**src/small_yaw_rate_pulse_shaper_macros.svh**
```systemverilog
// assertion macros for the yaw rate pulse shaper
// used by the top level only, no other dependencies
`ifndef SMALL_YAW_RATE_PULSE_SHAPER_MACROS_SVH
`define SMALL_YAW_RATE_PULSE_SHAPER_MACROS_SVH

// same-cycle implication, masked during reset
`define SYRPS_ASSERT_HOLDS(label, clk, rst_n, ante, cons, msg) \
  label: assert property (@(posedge clk) disable iff (!rst_n) (ante) |-> (cons)) \
    else $error(msg);

// next-cycle implication, masked during reset
`define SYRPS_ASSERT_NEXT(label, clk, rst_n, ante, cons, msg) \
  label: assert property (@(posedge clk) disable iff (!rst_n) (ante) |=> (cons)) \
    else $error(msg);

`endif

```
**src/syrps_pkg.sv**
```systemverilog
// shared widths, codes and structs for the yaw rate pulse shaper
// no dependencies; used by every module of the block
package syrps_pkg;

  localparam int RATE_WIDTH     = 16;
  localparam int TICK_WIDTH     = 8;
  localparam int MAG_WIDTH      = RATE_WIDTH - 1;
  localparam int THRESH_WIDTH   = MAG_WIDTH + TICK_WIDTH;
  localparam int CREDIT_WIDTH   = MAG_WIDTH + TICK_WIDTH + 2;
  localparam int CFG_DATA_WIDTH = RATE_WIDTH;

  localparam logic [MAG_WIDTH-1:0]    MIN_RATE_RESET    = MAG_WIDTH'(1638);
  localparam logic [TICK_WIDTH-1:0]   PULSE_TICKS_RESET = TICK_WIDTH'(1);
  localparam logic [THRESH_WIDTH-1:0] THRESH_RESET      =
    THRESH_WIDTH'(1638 * 1);

  // configuration register indexes
  typedef enum logic {
    REG_MIN_RATE    = 1'b0,
    REG_PULSE_TICKS = 1'b1
  } cfg_reg_t;

  // pulse direction codes
  typedef enum logic [1:0] {
    SIGN_NONE = 2'd0,
    SIGN_POS  = 2'd1,
    SIGN_NEG  = 2'd3
  } pulse_sign_t;

  // configuration as seen by the datapath
  typedef struct packed {
    logic                    clear;
    logic [MAG_WIDTH-1:0]    min_rate;
    logic [TICK_WIDTH-1:0]   ticks;
    logic [THRESH_WIDTH-1:0] threshold;
  } cfg_t;

  // shaper state summary
  typedef struct packed {
    logic        pulse_active;
    pulse_sign_t sign;
  } shaper_stat_t;

endpackage

```
**src/syrps_cfg.sv**
```systemverilog
// configuration registers and precomputed pulse threshold
// depends on syrps_pkg
module syrps_cfg (
  input  logic                                clk,
  input  logic                                rst_n,
  input  logic                                cfg_valid,
  input  logic                                cfg_index,
  input  logic [syrps_pkg::CFG_DATA_WIDTH-1:0] cfg_wdata,
  output syrps_pkg::cfg_t                     cfg_o
);

  logic [syrps_pkg::MAG_WIDTH-1:0]    min_rate_r, min_rate_nxt;
  logic [syrps_pkg::TICK_WIDTH-1:0]   ticks_r, ticks_nxt;
  logic [syrps_pkg::THRESH_WIDTH-1:0] threshold_r, threshold_nxt;

  // register writes; a zero pulse length counts as one tick
  always_comb begin
    min_rate_nxt = min_rate_r;
    ticks_nxt    = ticks_r;
    if (cfg_valid) begin
      unique case (syrps_pkg::cfg_reg_t'(cfg_index))
        syrps_pkg::REG_MIN_RATE: begin
          min_rate_nxt = cfg_wdata[syrps_pkg::MAG_WIDTH-1:0];
        end
        syrps_pkg::REG_PULSE_TICKS: begin
          ticks_nxt = (cfg_wdata[syrps_pkg::TICK_WIDTH-1:0] == '0) ?
                      syrps_pkg::TICK_WIDTH'(1) : cfg_wdata[syrps_pkg::TICK_WIDTH-1:0];
        end
        default: begin
        end
      endcase
    end
    // threshold follows the new values so it is ready with them
    threshold_nxt = syrps_pkg::THRESH_WIDTH'(min_rate_nxt) *
                    syrps_pkg::THRESH_WIDTH'(ticks_nxt);
  end

  always_ff @(posedge clk) begin
    if (!rst_n) begin
      min_rate_r  <= syrps_pkg::MIN_RATE_RESET;
      ticks_r     <= syrps_pkg::PULSE_TICKS_RESET;
      threshold_r <= syrps_pkg::THRESH_RESET;
    end else begin
      min_rate_r  <= min_rate_nxt;
      ticks_r     <= ticks_nxt;
      threshold_r <= threshold_nxt;
    end
  end

  // any write clears the shaper state
  assign cfg_o.clear     = cfg_valid;
  assign cfg_o.min_rate  = min_rate_r;
  assign cfg_o.ticks     = ticks_r;
  assign cfg_o.threshold = threshold_r;

endmodule

```
**src/syrps_shaper.sv**
```systemverilog
// shaping datapath: credit, direction and pulse counter with the per-item update
// depends on syrps_pkg
module syrps_shaper (
  input  logic                                  clk,
  input  logic                                  rst_n,
  input  syrps_pkg::cfg_t                       cfg_i,
  input  logic                                  item_go,
  input  logic signed [syrps_pkg::RATE_WIDTH-1:0] yaw_request,
  input  logic                                  correction_on,
  output logic signed [syrps_pkg::RATE_WIDTH-1:0] yaw_command,
  output logic                                  pulsing,
  output syrps_pkg::shaper_stat_t               stat_o
);

  localparam int CW = syrps_pkg::CREDIT_WIDTH;
  localparam int RW = syrps_pkg::RATE_WIDTH;
  localparam int TW = syrps_pkg::TICK_WIDTH;

  logic [CW-1:0]          credit_r, credit_nxt;
  syrps_pkg::pulse_sign_t sign_r, sign_nxt;
  logic [TW-1:0]          ticks_left_r, ticks_left_nxt;

  logic [RW-1:0]          raw, mag, cmd, pulse_cmd;
  logic                   neg, inactive, pass, reached;
  syrps_pkg::pulse_sign_t dir;
  logic [CW-1:0]          credit_base, credit_acc;
  logic [TW-1:0]          ticks_base;
  logic [CW:0]            sum, diff;

  // magnitude and class of the request
  always_comb begin
    raw      = yaw_request;
    neg      = raw[RW-1];
    mag      = neg ? (~raw + RW'(1)) : raw;
    inactive = (cfg_i.min_rate == '0) || !correction_on || (raw == '0);
    pass     = mag >= RW'(cfg_i.min_rate);
    dir      = neg ? syrps_pkg::SIGN_NEG : syrps_pkg::SIGN_POS;
  end

  // credit accumulate with saturation, threshold test by borrow
  always_comb begin
    credit_base = (sign_r == dir) ? credit_r : '0;
    ticks_base  = (sign_r == dir) ? ticks_left_r : '0;
    sum         = (CW+1)'(credit_base) + (CW+1)'(mag);
    credit_acc  = sum[CW] ? '1 : sum[CW-1:0];
    diff        = {1'b0, credit_acc} - (CW+1)'(cfg_i.threshold);
    reached     = !diff[CW];
    pulse_cmd   = neg ? (RW'(0) - RW'(cfg_i.min_rate)) : RW'(cfg_i.min_rate);
  end

  // next state and result
  always_comb begin
    credit_nxt     = credit_r;
    sign_nxt       = sign_r;
    ticks_left_nxt = ticks_left_r;
    cmd            = '0;
    pulsing        = 1'b0;
    priority if (inactive) begin
      credit_nxt     = '0;
      sign_nxt       = syrps_pkg::SIGN_NONE;
      ticks_left_nxt = '0;
    end else if (pass) begin
      credit_nxt     = '0;
      sign_nxt       = syrps_pkg::SIGN_NONE;
      ticks_left_nxt = '0;
      cmd            = raw;
    end else begin
      sign_nxt       = dir;
      credit_nxt     = credit_acc;
      ticks_left_nxt = ticks_base;
      if (ticks_base != '0) begin
        // pulse in progress
        ticks_left_nxt = ticks_base - TW'(1);
        cmd            = pulse_cmd;
        pulsing        = 1'b1;
      end else if (reached) begin
        // enough credit: start a new pulse
        credit_nxt     = diff[CW-1:0];
        ticks_left_nxt = cfg_i.ticks - TW'(1);
        cmd            = pulse_cmd;
        pulsing        = 1'b1;
      end
    end
  end

  always_ff @(posedge clk) begin
    if (!rst_n || cfg_i.clear) begin
      credit_r     <= '0;
      sign_r       <= syrps_pkg::SIGN_NONE;
      ticks_left_r <= '0;
    end else if (item_go) begin
      credit_r     <= credit_nxt;
      sign_r       <= sign_nxt;
      ticks_left_r <= ticks_left_nxt;
    end
  end

  assign yaw_command         = $signed(cmd);
  assign stat_o.pulse_active = (ticks_left_r != '0);
  assign stat_o.sign         = sign_r;

endmodule

```
**src/small_yaw_rate_pulse_shaper.sv**
```systemverilog
// top level of the yaw rate pulse shaper: input register, shaper, result register
// depends on syrps_pkg, syrps_cfg, syrps_shaper and the assertion macro header
//
//  channel | ports                                      | direction
//  --------+--------------------------------------------+----------
//  in      | in_valid/in_ready, in_yaw_request,         | in
//          | in_correction_on                           |
//  out     | out_valid/out_ready, out_yaw_command,      | out
//          | out_pulsing                                |
//  cfg     | cfg_valid/cfg_ready, cfg_index, cfg_wdata  | in
//
// one item per cycle sustained while out_ready is not held low; an accepted item passes through
// the input register, then the result register, with one pass of shaper logic between them
// synchronous active-low reset loads the register reset values and clears the state
// a stalled output holds its result while one more item waits in the input register
// cfg_ready is always high; a write clears credit, direction and pulse count
`include "small_yaw_rate_pulse_shaper_macros.svh"

module small_yaw_rate_pulse_shaper (
  input  logic                                   clk,
  input  logic                                   rst_n,
  input  logic                                   in_valid,
  output logic                                   in_ready,
  input  logic signed [syrps_pkg::RATE_WIDTH-1:0] in_yaw_request,
  input  logic                                   in_correction_on,
  output logic                                   out_valid,
  input  logic                                   out_ready,
  output logic signed [syrps_pkg::RATE_WIDTH-1:0] out_yaw_command,
  output logic                                   out_pulsing,
  input  logic                                   cfg_valid,
  output logic                                   cfg_ready,
  input  logic                                   cfg_index,
  input  logic [syrps_pkg::CFG_DATA_WIDTH-1:0]   cfg_wdata
);

  syrps_pkg::cfg_t         cfg;
  syrps_pkg::shaper_stat_t stat;

  logic                                   s1_valid_r, s1_valid_nxt;
  logic signed [syrps_pkg::RATE_WIDTH-1:0] s1_req_r;
  logic                                   s1_on_r;
  logic                                   s1_adv;
  logic                                   out_valid_r, out_valid_nxt;
  logic signed [syrps_pkg::RATE_WIDTH-1:0] out_cmd_r, res_cmd;
  logic                                   out_pulsing_r, res_pulsing;

  assign cfg_ready = 1'b1;

  syrps_cfg u_cfg (
    .clk       (clk),
    .rst_n     (rst_n),
    .cfg_valid (cfg_valid),
    .cfg_index (cfg_index),
    .cfg_wdata (cfg_wdata),
    .cfg_o     (cfg)
  );

  syrps_shaper u_shaper (
    .clk           (clk),
    .rst_n         (rst_n),
    .cfg_i         (cfg),
    .item_go       (s1_adv),
    .yaw_request   (s1_req_r),
    .correction_on (s1_on_r),
    .yaw_command   (res_cmd),
    .pulsing       (res_pulsing),
    .stat_o        (stat)
  );

  // pipeline flow control
  always_comb begin
    s1_adv        = s1_valid_r && (!out_valid_r || out_ready);
    in_ready      = !s1_valid_r || s1_adv;
    s1_valid_nxt  = (in_valid && in_ready) || (s1_valid_r && !s1_adv);
    out_valid_nxt = s1_adv || (out_valid_r && !out_ready);
  end

  // valid bits
  always_ff @(posedge clk) begin
    if (!rst_n) begin
      s1_valid_r  <= 1'b0;
      out_valid_r <= 1'b0;
    end else begin
      s1_valid_r  <= s1_valid_nxt;
      out_valid_r <= out_valid_nxt;
    end
  end

  // input item register
  always_ff @(posedge clk) begin
    if (in_valid && in_ready) begin
      s1_req_r <= in_yaw_request;
      s1_on_r  <= in_correction_on;
    end
  end

  // result register
  always_ff @(posedge clk) begin
    if (s1_adv) begin
      out_cmd_r     <= res_cmd;
      out_pulsing_r <= res_pulsing;
    end
  end

  assign out_valid       = out_valid_r;
  assign out_yaw_command = out_cmd_r;
  assign out_pulsing     = out_pulsing_r;

  // checks
  `SYRPS_ASSERT_HOLDS(a_pulse_nonzero, clk, rst_n, out_valid_r && out_pulsing_r, out_cmd_r != '0, "pulse item with zero command")
  `SYRPS_ASSERT_HOLDS(a_pulse_has_dir, clk, rst_n, stat.pulse_active, stat.sign != syrps_pkg::SIGN_NONE, "pulse count without direction")
  `SYRPS_ASSERT_HOLDS(a_stall_only_full, clk, rst_n, !in_ready, out_valid_r && s1_valid_r, "input stalled with room")
  `SYRPS_ASSERT_NEXT(a_adv_fills_out, clk, rst_n, s1_adv, out_valid_r, "advanced item lost")

endmodule
```
**config.mk**
```make
export PLATFORM = sky130hd
export DESIGN_NAME = small_yaw_rate_pulse_shaper
export DESIGN_NICKNAME = d
export VERILOG_FILES = /design/src/syrps_pkg.sv /design/src/syrps_cfg.sv /design/src/syrps_shaper.sv /design/src/small_yaw_rate_pulse_shaper.sv
export VERILOG_INCLUDE_DIRS = /design/src /design/src/src
export SDC_FILE = /design/constraint.sdc
export NUM_CORES = 1
export LEC_CHECK = 0
export BUFFER_PORTS_ARGS = -buffer_cell sky130_fd_sc_hd__buf_2
export CELL_PAD_IN_SITES_DETAIL_PLACEMENT = 1
export CELL_PAD_IN_SITES_GLOBAL_PLACEMENT = 1
export CORE_UTILIZATION = 49
export DETAILED_ROUTE_END_ITERATION = 10
export PLACE_DENSITY_LB_ADDON = 0.2
export SETUP_SLACK_MARGIN = 0.02
export SKIP_CTS_REPAIR_TIMING = 1
export SLEW_MARGIN = 40
export SYNTH_ARGS = -nofsm -noshare
export SYNTH_HDL_FRONTEND = slang
export SYNTH_SLANG_ARGS = --single-unit
```
**constraint.sdc**
```tcl
create_clock -name clk -period 9.1 [get_ports clk]
set_input_delay 1.82 -clock clk [delete_from_list [all_inputs] [get_ports clk]]
set_output_delay 1.82 -clock clk [all_outputs]
set_load 0.02 [all_outputs]
```
==> out/results.md, run 1 <==
| Group | Parameter | This run |
| --- | --- | --- |
| critical path | Crit-path most repeated cell | sky130_fd_sc_hd__or3_1 |
| layout | Layout fillers | 2799 |
| detailed routing | Number of violations reported at the end of detailed-routing iteration 0 | 551 |
| critical path | Critical Path Source Type | register |
| detailed routing | DRC violations left | 0 |
| grt | Antenna violations before repair | 0 |
| placed design | Detailed Place HPWL | 27500 um |
| sta | RSZ-0062 raised after global routing | false |
| placed design | I/O Buffers | 56 |
| grt | Most congested layer reported by global routing | met2 |
| sta | Final Hold Violating Endpoints | 0 |
| sta | Final cycle utilization of the critical path | 84.2% |
| die | Top-level I/O count | 59 |
| power | IR Drop Worst-Case VDD | 0.000130 V |
| die | Starting utilization of the core area | 50.3% |
| grt | Vias in the first global route | 10600 |
| grt | Maximum number of pins on one net before global-route repair | 49 |
| clock network | Clock Pin Slew Worst Setup and Hold Paths | 0.06 ns |
| critical path | Crit. End Element | register |
| sta | Minimum clock period | 7.66 ns |
| logic synthesis | Average size of a mapped cell | 8.49 um2 |
| logic synthesis | Warnings from Yosys | 0 |
| grt | Overall routing resource usage | 31.1% |
| logic synthesis | Most frequently used flop master after synthesis | sky130_fd_sc_hd__dfxtp_1 |
| layout | Sequential cell area | 2680 um2 |
| placed design | GP Congestion | 0.880 |
| critical path | Worst EP arrival | 7.96 ns |
| sta | Post-Route Setup TNS | 0 ns |
| clock network | Clock net sink count | 117 |
| run | Number of maximum-capacitance violations | 0 |
| clock network | Clock tree from TritonCTS | built |
| clock network | Clk_lat worst skew | 0.43 ns |
| critical path | Cell type of the slowest stage on the worst timing path | sky130_fd_sc_hd__a21oi_2 |
| critical path | Critical path buffer and inverter count | 1 |
| status | Run status | finished, final reports clean |
| critical path | Family with the most delay on the worst path | compound AO/OA/AOI/OAI gates |
| clock network | Number of levels the H-tree was split into | 4 |
| logic synthesis | Unique masters post-synth | 88 |
| layout | Fin nets | 1629 |
| detailed routing | Wire length after detailed routing | 35500 um |
| power | Leak pwr | 0.00583 uW |
| power | Total power consumption of the routed design | 2390 uW |
| critical path | Critical path class | register to register |
| sta | Worst Tran Pin Value | 0.923 ns |
| worst hold path | Hold/Removal Path Class | register to register |
| detailed routing | Vias per std cell | 5.72 |
| detailed routing | Wire length per cell after detailed routing | 20.5 um |
| die | Site Rows | 55 |
| sta | Max-slew violation count | 0 |
| power | Power per standard cell area | 187 nW/um2 |
| grt | Overflow left after global routing | 0 |
| layout | Area occupied by multi-input gates | 8060 um2 |
| logic synthesis | Syn_nets | 1574 |
| die | Die area | 24100 um2 |
| critical path | Worst-path cell chain | or3_1 -> or3_1 -> o21ai_0 -> xnor2_1 -> ha_1 -> or3_1 -> o22a_1 -> nand3_1 -> o21a_1 -> or3_1 -> a21bo_2 -> o21ai_0 -> ha_1 -> and3_1 -> nand2_1 -> nor4_1 -> o21ai_0 -> a41oi_1 -> nor2_1 -> and3_1 -> a21oi_2 -> buf_4 -> mux2i_1 -> o21ai_1 |
| grt | Global-route met3 utilization | 4.79% |
| critical path | Crit-path max FO | 22 |
| sta | Final Worst Setup Slack | 1.44 ns |
| sta | Worst slew margin relative to its limit | 37.6% |
| layout | Share of final-layout standard cells stronger than drive strength 1 | 10.5% |
| sta | Worst clock skew | 0.00867 ns |
| sta | Maximum achievable frequency | 0.131 GHz |
| detailed routing | Number of optimization iterations in the first detailed-route pass | 5 |
| detailed routing | Post-detailed-route count of antenna-violating nets | 0 |
| die | Horizontal die dimension | 155 um |
| clock network | Root buf cell | sky130_fd_sc_hd__clkbuf_16 |
| sta | Final number of setup-violating endpoints | 0 |
| logic synthesis | Number of synthesized flops with an enable pin | 34 |
| grt | Global-route track usage on met2 | 55.1% |
| logic synthesis | Post-synthesis register bit count | 117 |
| critical path | Crit-path max cell delay | 0.63 ns |
| placed design | Worst slack at placement | 0.933 ns |
| die | Total core area | 22800 um2 |
| clock network | CTS Buf Count | 17 |
| logic synthesis | Mapped Cells | 1354 |
| die | Die Height | 155 um |
| clock network | Clock tree buffer depth | 2 |
| layout | Diodes inserted | 0 |
| detailed routing | Total via count in the routed design | 9918 |
| grt | Global-route wire length before repair | 57400 um |
| layout | Area growth from synthesis to layout | 10.8% |
| grt | Met1 track demand over resource in global routing | 38.0% |
| logic synthesis | Async SR Flop Fraction | 0% |
| logic synthesis | Post-synthesis cell area | 11500 um2 |
| critical path | Req. time, crit path | 9.40 ns |
| logic synthesis | Sequential element share of the synthesized area | 23.3% |
## final timing paths
path	from	to	slack [ns]	depth (start not counted)
max	s1_req_r[3]	u_shaper.credit_r[11]	1.44	24
min	u_shaper.credit_r[12]	u_shaper.credit_r[12]	0.44	2
max reg2reg	s1_req_r[3]	u_shaper.credit_r[11]	1.44	24
min reg2reg	u_shaper.credit_r[12]	u_shaper.credit_r[12]	0.44	2
## power breakdown
part | internal, uW | switching (uW)
clock | 398 | 258
sequential | 586 | 31.7
combinational | 454 | 658
## flip-flops by register name (all words and copies together), names as in the netlist
| register | count |
|---|---|
| out_pulsing | 1 |
| u_cfg.min_rate_r | 15 |
| u_shaper.credit_r | 25 |
| out_valid | 1 |
| out_yaw_command | 16 |
| s1_valid_r | 1 |
| u_shaper.sign_r | 2 |
| u_cfg.threshold_r | 23 |
| s1_req_r | 16 |
| u_shaper.ticks_left_r | 8 |
| u_cfg.ticks_r | 8 |
| s1_on_r | 1 |
## cell families after synthesis
logic type / count (synthesis) / share of synthesized area, %
AO/OA/AOI/OAI: 287 / 16.6
XOR/XNOR: 89 / 6.99
adder cells (fa/ha/maj): 181 / 24.9
buffers and inverters: 200 / 6.78
flip-flops: 117 / 23.3
multiplexers: 33 / 2.93
other: 1 / 0.0326
AND/OR/NAND/NOR: 446 / 18.4
## per-stage QoR
| stage | cells | utilization, % | cell area (um2) | hold WS [ns] |
|---|---|---|---|---|
| finish | 1735 | 55.7 | 12700 | 0.444 |
| global route | 1735 | 55.7 | 12700 | 0.463 |
| global placement | 1703 | 53.2 | 12100 | 0.426 |
| floorplan | 1354 | - | 11500 | 0.417 |
| CTS | 1735 | 55.7 | 12700 | 0.446 |
| detailed placement | 1703 | 53.2 | 12200 | 0.435 |
## cells in the final DEF (no fill, tap or decap), drive strengths merged, types with 17 or more instances in the layout
cell | netlist | final
a21o | 33 | 33
and3 | 21 | 21
inv | 158 | 159
dfxtp | 83 | 83
nor2 | 126 | 126
xor2 | 25 | 25
ha | 101 | 101
edfxtp | 34 | 34
mux2i | 28 | 28
xnor2 | 63 | 63
nand2 | 143 | 143
nor2b | 23 | 23
o21a | 20 | 20
clkbuf | 32 | 17
buf | 10 | 78
fa | 80 | 80
a21oi | 62 | 62
o21ai | 84 | 84
and2 | 25 | 25
nor3 | 19 | 19
nand2b | 26 | 26
## worst min-delay path: stages (launching register included)
cell	delay, ns
sky130_fd_sc_hd__dfxtp_1	0.30
sky130_fd_sc_hd__nand2_1	0.05
sky130_fd_sc_hd__o21ai_1	0.05
## cell usage after synthesis, types with 20 or more instances
cell type                  count  area [um2]
sky130_fd_sc_hd__a21o_1       33         248
sky130_fd_sc_hd__a21oi_1      61         305
sky130_fd_sc_hd__and3_1       21         131
sky130_fd_sc_hd__nand2_1     143         537
sky130_fd_sc_hd__nor2b_1      23         144
sky130_fd_sc_hd__inv_1       158         593
sky130_fd_sc_hd__dfxtp_1      83        1660
sky130_fd_sc_hd__xor2_1       25         219
sky130_fd_sc_hd__mux2i_1      28         280
sky130_fd_sc_hd__xnor2_1      62         543
sky130_fd_sc_hd__ha_1        101        1260
sky130_fd_sc_hd__nand2b_1     26         163
sky130_fd_sc_hd__o21ai_0      71         355
sky130_fd_sc_hd__and2_1       25         156
sky130_fd_sc_hd__o21a_1       20         150
sky130_fd_sc_hd__nor2_1      125         469
sky130_fd_sc_hd__fa_1         80        1600
sky130_fd_sc_hd__edfxtp_1     34        1020
sky130_fd_sc_hd__clkbuf_1     31         116
## final cells by class
| class | count | area share, % |
|---|---|---|
| Multi-Input combinational cell | 1037 | 63.3 |
| Sequential cell | 117 | 21.1 |
| Inverter | 158 | 4.66 |
| Timing Repair Buffer | 78 | 3.50 |
| Clock buffer | 17 | 3.34 |
| Tap cell | 313 | 3.07 |
| Clock inverter | 15 | 1.09 |
## per-layer routing
layer / share of wire [%] / wire length (um) / vias to the layer above
li1: - / - / 4692
met1: 43 / 15200 / 4927
met2: 50 / 17700 / 229
met3: 4.1 / 1450 / 70
met4: 3.1 / 1100 / 0
met5: 0 / 0 / -
Note: power is estimated with default switching activity, not from simulation.
==> run 2, diff against run 1 <==
--- a/config.mk
+++ b/config.mk
@@ -9,7 +9,7 @@
 export BUFFER_PORTS_ARGS = -buffer_cell sky130_fd_sc_hd__buf_2
 export CELL_PAD_IN_SITES_DETAIL_PLACEMENT = 1
 export CELL_PAD_IN_SITES_GLOBAL_PLACEMENT = 1
-export CORE_UTILIZATION = 49
+export CORE_UTILIZATION = 44
 export DETAILED_ROUTE_END_ITERATION = 10
 export PLACE_DENSITY_LB_ADDON = 0.2
 export SETUP_SLACK_MARGIN = 0.02
==> constraint.sdc (replaced) <==
create_clock -name clk -period 6.6 [get_ports clk]
set_input_delay 1.32 -clock clk [delete_from_list [all_inputs] [get_ports clk]]
set_output_delay 1.32 -clock clk [all_outputs]
set_load 0.02 [all_outputs]
==> run 2 against run 1 <==
Compared with the run above: final cell count grew 8.7%; non-clock buffer count grew 134; power grew 55%; via count grew 5.7%; die area grew 11%; worst hold slack gained 0.0055 ns; clock power grew 41%; combinational power grew 74%; first-iteration DRC count shrank 11%.
==> out/results.md, run 2 (synthesis results as in run 1) <==
| Group | Parameter | This run |
| --- | --- | --- |
| placed design | Worst slack at placement | -0.453 ns |
| die | Site Rows | 58 |
| placed design | GP Congestion | 0.870 |
| critical path | Critical Path Source | s1_req_r[5] |
| power | IR Drop Worst-Case VDD | 0.000221 V |
| run | Number of maximum-capacitance violations | 0 |
| sta | Worst Tran Pin Value | 0.803 ns |
| layout | Share of final-layout standard cells stronger than drive strength 1 | 20.6% |
| critical path | Crit. End Element | register |
| die | Total core area | 25400 um2 |
| critical path | Crit-path max FO | 15 |
| worst hold path | Worst hold path stage count | 2 |
| grt | Overall routing resource usage | 29.2% |
| sta | Worst clock skew | 0.0110 ns |
| detailed routing | Number of violations reported at the end of detailed-routing iteration 0 | 491 |
| sta | Max-slew violation count | 0 |
| power | Total power consumption of the routed design | 3700 uW |
| die | Die Height | 164 um |
| critical path | Cell type of the slowest stage on the worst timing path | sky130_fd_sc_hd__edfxtp_1 |
| clock network | CTS Buf Count | 17 |
| layout | Area growth from synthesis to layout | 22.7% |
| sta | RSZ-0062 raised after global routing | false |
| sta | Final number of setup-violating endpoints | 0 |
| detailed routing | Vias per std cell | 5.56 |
| layout | Top reg by flops | u_shaper.credit_r |
| detailed routing | DRC violations left | 0 |
| critical path | Critical Path Source Type | register |
| critical path | Reg2reg start | s1_req_r[5] |
| critical path | Number of cells on the worst reg-to-reg path | 25 |
| die | Top-level I/O count | 59 |
| detailed routing | Wire length after detailed routing | 37300 um |
| detailed routing | Total via count in the routed design | 10500 |
| sta | Final Worst Setup Slack | 0.222 ns |
| layout | Fin nets | 1763 |
| placed design | I/O Buffers | 56 |
| worst hold path | Hold path startpoint | u_shaper.credit_r[5] |
| layout | Most frequent cells in the layout | sky130_fd_sc_hd__inv_1 (157), sky130_fd_sc_hd__buf_4 (149), sky130_fd_sc_hd__nand2_1 (142) |
| die | Die area | 26800 um2 |
| detailed routing | Post-detailed-route count of antenna-violating nets | 0 |
| sta | Final cycle utilization of the critical path | 96.6% |
| grt | Maximum number of pins on one net before global-route repair | 49 |
| sta | Minimum clock period | 6.38 ns |
| layout | Number of flip-flops in the largest register | 25 |
| grt | Antenna violations before repair | 0 |
| critical path | Crit-path max cell delay | 0.42 ns |
| status | Run status | finished, final reports clean |
| clock network | Clock Pin Slew Worst Setup and Hold Paths | 0.06 ns |
| clock network | Clk_lat worst skew | 0.43 ns |
| power | Leak pwr | 0.00658 uW |
| layout | Most common library cell in the layout ignoring fill and taps | sky130_fd_sc_hd__inv_1 |
| clock network | Clock tree buffer depth | 2 |
| layout | Diodes inserted | 0 |
| grt | Overflow left after global routing | 0 |
| grt | Vias in the first global route | 11200 |
| detailed routing | Number of optimization iterations in the first detailed-route pass | 5 |
| sta | Maximum achievable frequency | 0.157 GHz |
| die | Starting utilization of the core area | 45.2% |
| critical path | Family with the most delay on the worst path | simple AND/OR/NAND/NOR gates |
| critical path | Critical path class | register to register |
| critical path | Crit path depth | 25 |
| layout | Layout fillers | 2986 |
| grt | Global-route wire length before repair | 60100 um |
| clock network | Clock tree from TritonCTS | built |
| clock network | Root buf cell | sky130_fd_sc_hd__clkbuf_16 |
| die | Horizontal die dimension | 164 um |
| clock network | Clock net sink count | 117 |
| critical path | Critical path buffer and inverter count | 6 |
| power | Power per standard cell area | 262 nW/um2 |
| critical path | Crit-path most repeated cell | sky130_fd_sc_hd__buf_4 |
| critical path | Req. time, crit path | 6.76 ns |
| sta | Worst hold margin | 0.450 ns |
| clock network | Number of levels the H-tree was split into | 4 |
| detailed routing | Wire length per cell after detailed routing | 19.8 um |
| layout | Leading registers by flop count | u_shaper.credit_r x25, u_cfg.threshold_r x23 |
| sta | Worst slew margin relative to its limit | 46.2% |
| critical path | Worst EP arrival | 6.54 ns |
| sta | Final Hold Violating Endpoints | 0 |
| placed design | Detailed Place HPWL | 29700 um |
| worst hold path | Hold/Removal Path Class | register to register |
==> run 2: stage by stage <==
step           util [%]  cell area, um2  cells  TNS, ns
2_1_floorplan         -           11500   1354        0
5_1_grt            55.5           14100   1886        0
4_1_cts            54.7           13900   1884    -2.74
3_5_place_dp       52.4           13300   1852    -2.71
6_report           55.5           14100   1886        0
3_3_place_gp       52.3           13300   1851    -1.46
==> run 2: power by group <==
part / switching (uW) / total (uW) / internal [uW]
Clock: 420 / 926 / 506
Sequential: 41.5 / 848 / 807
Combinational: 1030 / 1930 / 899
Total: 1490 / 3700 / 2210
==> run 2: final cells by class <==
cell class                 count  area (um2)  share of cell area [%]
clock inverter                15         156                    1.11
timing repair buffer         212        1550                    11.0
sequential                   117        2680                    19.0
multi-input combinational   1037        8280                    58.7
tap                          330         413                    2.93
clock buffer                  17         425                    3.02
inverter                     158         593                    4.20
==> run 2: worst min-delay path, cell delays in order (launching register included) <==
cell and delay, ns:
sky130_fd_sc_hd__dfxtp_1 0.32, sky130_fd_sc_hd__nand2_1 0.04, sky130_fd_sc_hd__o21ai_0 0.05
==> run 2: final timing paths <==
check,endpoint,slack (ns)
worst min register to register,u_shaper.credit_r[5],0.45
worst max-delay path,out_yaw_command[3],0.22
worst min-delay path,u_shaper.credit_r[5],0.45
worst max register to register,out_yaw_command[3],0.22
==> run 2: metal layers <==
layer  vias to the layer above  share of wire [%]  global-route usage, %
met4                         0                3.0                   9.85
met3                        55                3.6                   2.97
li1                       4966                  -                      -
met2                       213                 50                   52.4
met1                      5245                 43                   36.1
met5                         -                  0                      0
==> run 3, diff against run 2 <==
--- a/config.mk
+++ b/config.mk
@@ -9,6 +9,7 @@
 export BUFFER_PORTS_ARGS = -buffer_cell sky130_fd_sc_hd__buf_2
 export CELL_PAD_IN_SITES_DETAIL_PLACEMENT = 1
 export CELL_PAD_IN_SITES_GLOBAL_PLACEMENT = 1
+export CORE_MARGIN = 2
 export CORE_UTILIZATION = 44
 export DETAILED_ROUTE_END_ITERATION = 10
 export PLACE_DENSITY_LB_ADDON = 0.2
==> run 3 against run 2 <==
Compared with the run above: largest power group unchanged; non-clock buffer count down 2; sequential share of layout area down 0.097 points; register-to-register slack worse by 0.05 ns; worst hold slack worse by 0.0056 ns; global-route usage down 1.7 points.
==> out/results.md, run 3 (synthesis results as in run 1) <==
| Group | Parameter | This run |
| --- | --- | --- |
| status | Run status | finished, final reports clean |
| critical path | Critical path class | register to register |
| placed design | I/O Buffers | 56 |
| grt | Antenna violations before repair | 0 |
| critical path | Crit. End Element | register |
| die | Starting utilization of the core area | 44.5% |
| die | Horizontal die dimension | 166 um |
| worst hold path | End point of the worst hold path | u_shaper.credit_r[11] |
| detailed routing | Total via count in the routed design | 10500 |
| detailed routing | Vias per std cell | 5.53 |
| power | IR Drop Worst-Case VDD | 0.000175 V |
| sta | Final cycle utilization of the critical path | 97.4% |
| die | Die Height | 166 um |
| clock network | Root buf cell | sky130_fd_sc_hd__clkbuf_16 |
| grt | Overflow left after global routing | 0 |
| placed design | GP Congestion | 0.869 |
| worst hold path | Worst hold path stage count | 2 |
| power | Power per standard cell area | 270 nW/um2 |
| detailed routing | DRC violations left | 0 |
| grt | Vias in the first global route | 11300 |
| die | Total core area | 25800 um2 |
| layout | Top reg by flops | u_shaper.credit_r |
| critical path | Setup slack on the worst flop-to-flop path | 0.17 ns |
| layout | Layout fillers | 3062 |
| layout | Fin nets | 1763 |
| worst hold path | Hold path startpoint | u_shaper.credit_r[11] |
| die | Die area | 27400 um2 |
| detailed routing | Number of violations reported at the end of detailed-routing iteration 0 | 664 |
| placed design | Worst slack at placement | -0.578 ns |
| power | Leak pwr | 0.00661 uW |
| layout | Leading registers by flop count | u_shaper.credit_r x25, u_cfg.threshold_r x23 |
| critical path | Worst EP arrival | 6.66 ns |
| layout | Area growth from synthesis to layout | 23.4% |
| sta | Final Hold Violating Endpoints | 0 |
| sta | Worst Tran Pin Value | 0.813 ns |
| critical path | Capture instance of the worst register-to-register path | out_yaw_command[5] |
| detailed routing | Wire length after detailed routing | 38000 um |
| placed design | Post-placement cell area | 13200 um2 |
| clock network | CTS Buf Count | 17 |
| clock network | Clock Pin Slew Worst Setup and Hold Paths | 0.07 ns |
| sta | Max-slew violation count | 0 |
| layout | Design Area, Final | 14200 um2 |
| grt | Overall routing resource usage | 27.5% |
| layout | Number of flip-flops in the largest register | 25 |
| worst hold path | Hold/Removal Path Class | register to register |
| detailed routing | Wire length per cell after detailed routing | 20.1 um |
| sta | Minimum clock period | 6.43 ns |
| detailed routing | Number of optimization iterations in the first detailed-route pass | 6 |
| sta | Maximum achievable frequency | 0.156 GHz |
| sta | Worst slew margin relative to its limit | 45.5% |
| critical path | Critical Path Source Type | register |
| critical path | Reg2reg start | s1_req_r[9] |
| sta | Final Worst Setup Slack | 0.173 ns |
| die | Site Rows | 59 |
| run | Number of maximum-capacitance violations | 0 |
| clock network | Clock tree from TritonCTS | built |
| die | Top-level I/O count | 59 |
| clock network | Clk_lat worst skew | 0.43 ns |
| layout | Most common library cell in the layout ignoring fill and taps | sky130_fd_sc_hd__inv_1 |
| clock network | Clock net sink count | 117 |
| power | Total power consumption of the routed design | 3830 uW |
| critical path | Req. time, crit path | 6.83 ns |
| placed design | Detailed Place HPWL | 29500 um |
| sta | Worst clock skew | 0.0111 ns |
| grt | Global-route wire length before repair | 59900 um |
| grt | Maximum number of pins on one net before global-route repair | 49 |
| clock network | Number of levels the H-tree was split into | 4 |
| layout | Share of final-layout standard cells stronger than drive strength 1 | 21.0% |
| critical path | Crit-path max FO | 16 |
| clock network | Clock tree buffer depth | 2 |
| layout | Most frequent cells in the layout | sky130_fd_sc_hd__inv_1 (158), sky130_fd_sc_hd__buf_4 (150), sky130_fd_sc_hd__nand2_1 (142) |
| detailed routing | Post-detailed-route count of antenna-violating nets | 0 |
| layout | Diodes inserted | 0 |
| critical path | Number of cells on the worst reg-to-reg path | 23 |
| sta | Final number of setup-violating endpoints | 0 |
run 3: cell count changes in the layout (fill, tap and decap cells not counted), sizes merged:
cell | before | now
a21bo | 1 | 2
bufinv | 0 | 3
clkinvlp | 2 | 0
clkinv | 4 | 3
nor2b | 23 | 24
buf | 212 | 210
run 3: worst max-delay path by stage:
stage / depth (start not counted) / slack (ns) / start / end
2_1_floorplan: 21 / 0.07 / cfg_index / u_cfg.threshold_r[22]
3_3_place_gp: 21 / -0.40 / cfg_index / u_cfg.threshold_r[21]
3_5_place_dp: 21 / -0.58 / cfg_index / u_cfg.threshold_r[21]
4_1_cts: 21 / -0.27 / cfg_index / u_cfg.threshold_r[21]
5_1_grt: 28 / -0.04 / s1_req_r[0] / u_shaper.credit_r[24]
6_report: 23 / 0.17 / s1_req_r[9] / out_yaw_command[5]
run 3: cell type report:
| type | instances | area [um2] | share of cell area, % |
|---|---|---|---|
| clock buffer | 17 | 425 | 3.00 |
| clock inverter | 15 | 208 | 1.46 |
| inverter | 158 | 593 | 4.18 |
| multi-input combinational | 1039 | 8350 | 58.9 |
| sequential | 117 | 2680 | 18.9 |
| tap | 335 | 419 | 2.96 |
| timing repair buffer | 210 | 1500 | 10.6 |
run 3: stage by stage:
step                      util [%]  instances  setup TNS, ns  hold WS (ns)
after floorplan                  -       1354              0         0.417
after global placement        51.2       1851          -1.81         0.426
after detailed placement      51.2       1851          -2.87         0.437
after CTS                     53.7       1883          -2.54         0.448
after global routing          54.9       1891         -0.174         0.469
final                         54.9       1891              0         0.444
run 3: report_power, final:
group	leakage, uW	total [uW]	switching [uW]	internal [uW]
combinational	0.00529	1960	1040	913
sequential	0.00100	846	39.6	807
clock	0.000313	1030	414	613
total	0.00661	3830	1500	2330
run 3: layer usage:
layer	GRT usage (%)	wire length, um	vias to the layer above	share of wire (%)
met5	0	0	-	0
met1	34.7	16400	5197	43
met2	48.7	19000	226	50
met3	3.30	1410	69	3.7
li1	-	-	4970	-
met4	9.26	1110	0	2.9
run 3: worst max-delay path, cell delays in order, from the launching register on:
cell	delay (ns)
sky130_fd_sc_hd__edfxtp_1	0.52
sky130_fd_sc_hd__or4_4	0.64
sky130_fd_sc_hd__nor4_2	0.31
sky130_fd_sc_hd__inv_1	0.15
sky130_fd_sc_hd__o21ai_1	0.22
sky130_fd_sc_hd__xnor2_2	0.17
sky130_fd_sc_hd__ha_1	0.39
sky130_fd_sc_hd__and3_1	0.19
sky130_fd_sc_hd__nand4_1	0.18
sky130_fd_sc_hd__or3_4	0.44
sky130_fd_sc_hd__a21bo_4	0.28
sky130_fd_sc_hd__o21ai_0	0.18
sky130_fd_sc_hd__ha_1	0.27
sky130_fd_sc_hd__o211a_1	0.22
sky130_fd_sc_hd__nand2_1	0.08
sky130_fd_sc_hd__a21oi_1	0.41
sky130_fd_sc_hd__o21ai_2	0.13
sky130_fd_sc_hd__a41oi_1	0.28
sky130_fd_sc_hd__nor2_1	0.09
sky130_fd_sc_hd__and3_1	0.21
sky130_fd_sc_hd__buf_4	0.15
sky130_fd_sc_hd__a31o_2	0.28
sky130_fd_sc_hd__buf_12	0.16
sky130_fd_sc_hd__o21ai_0	0.25
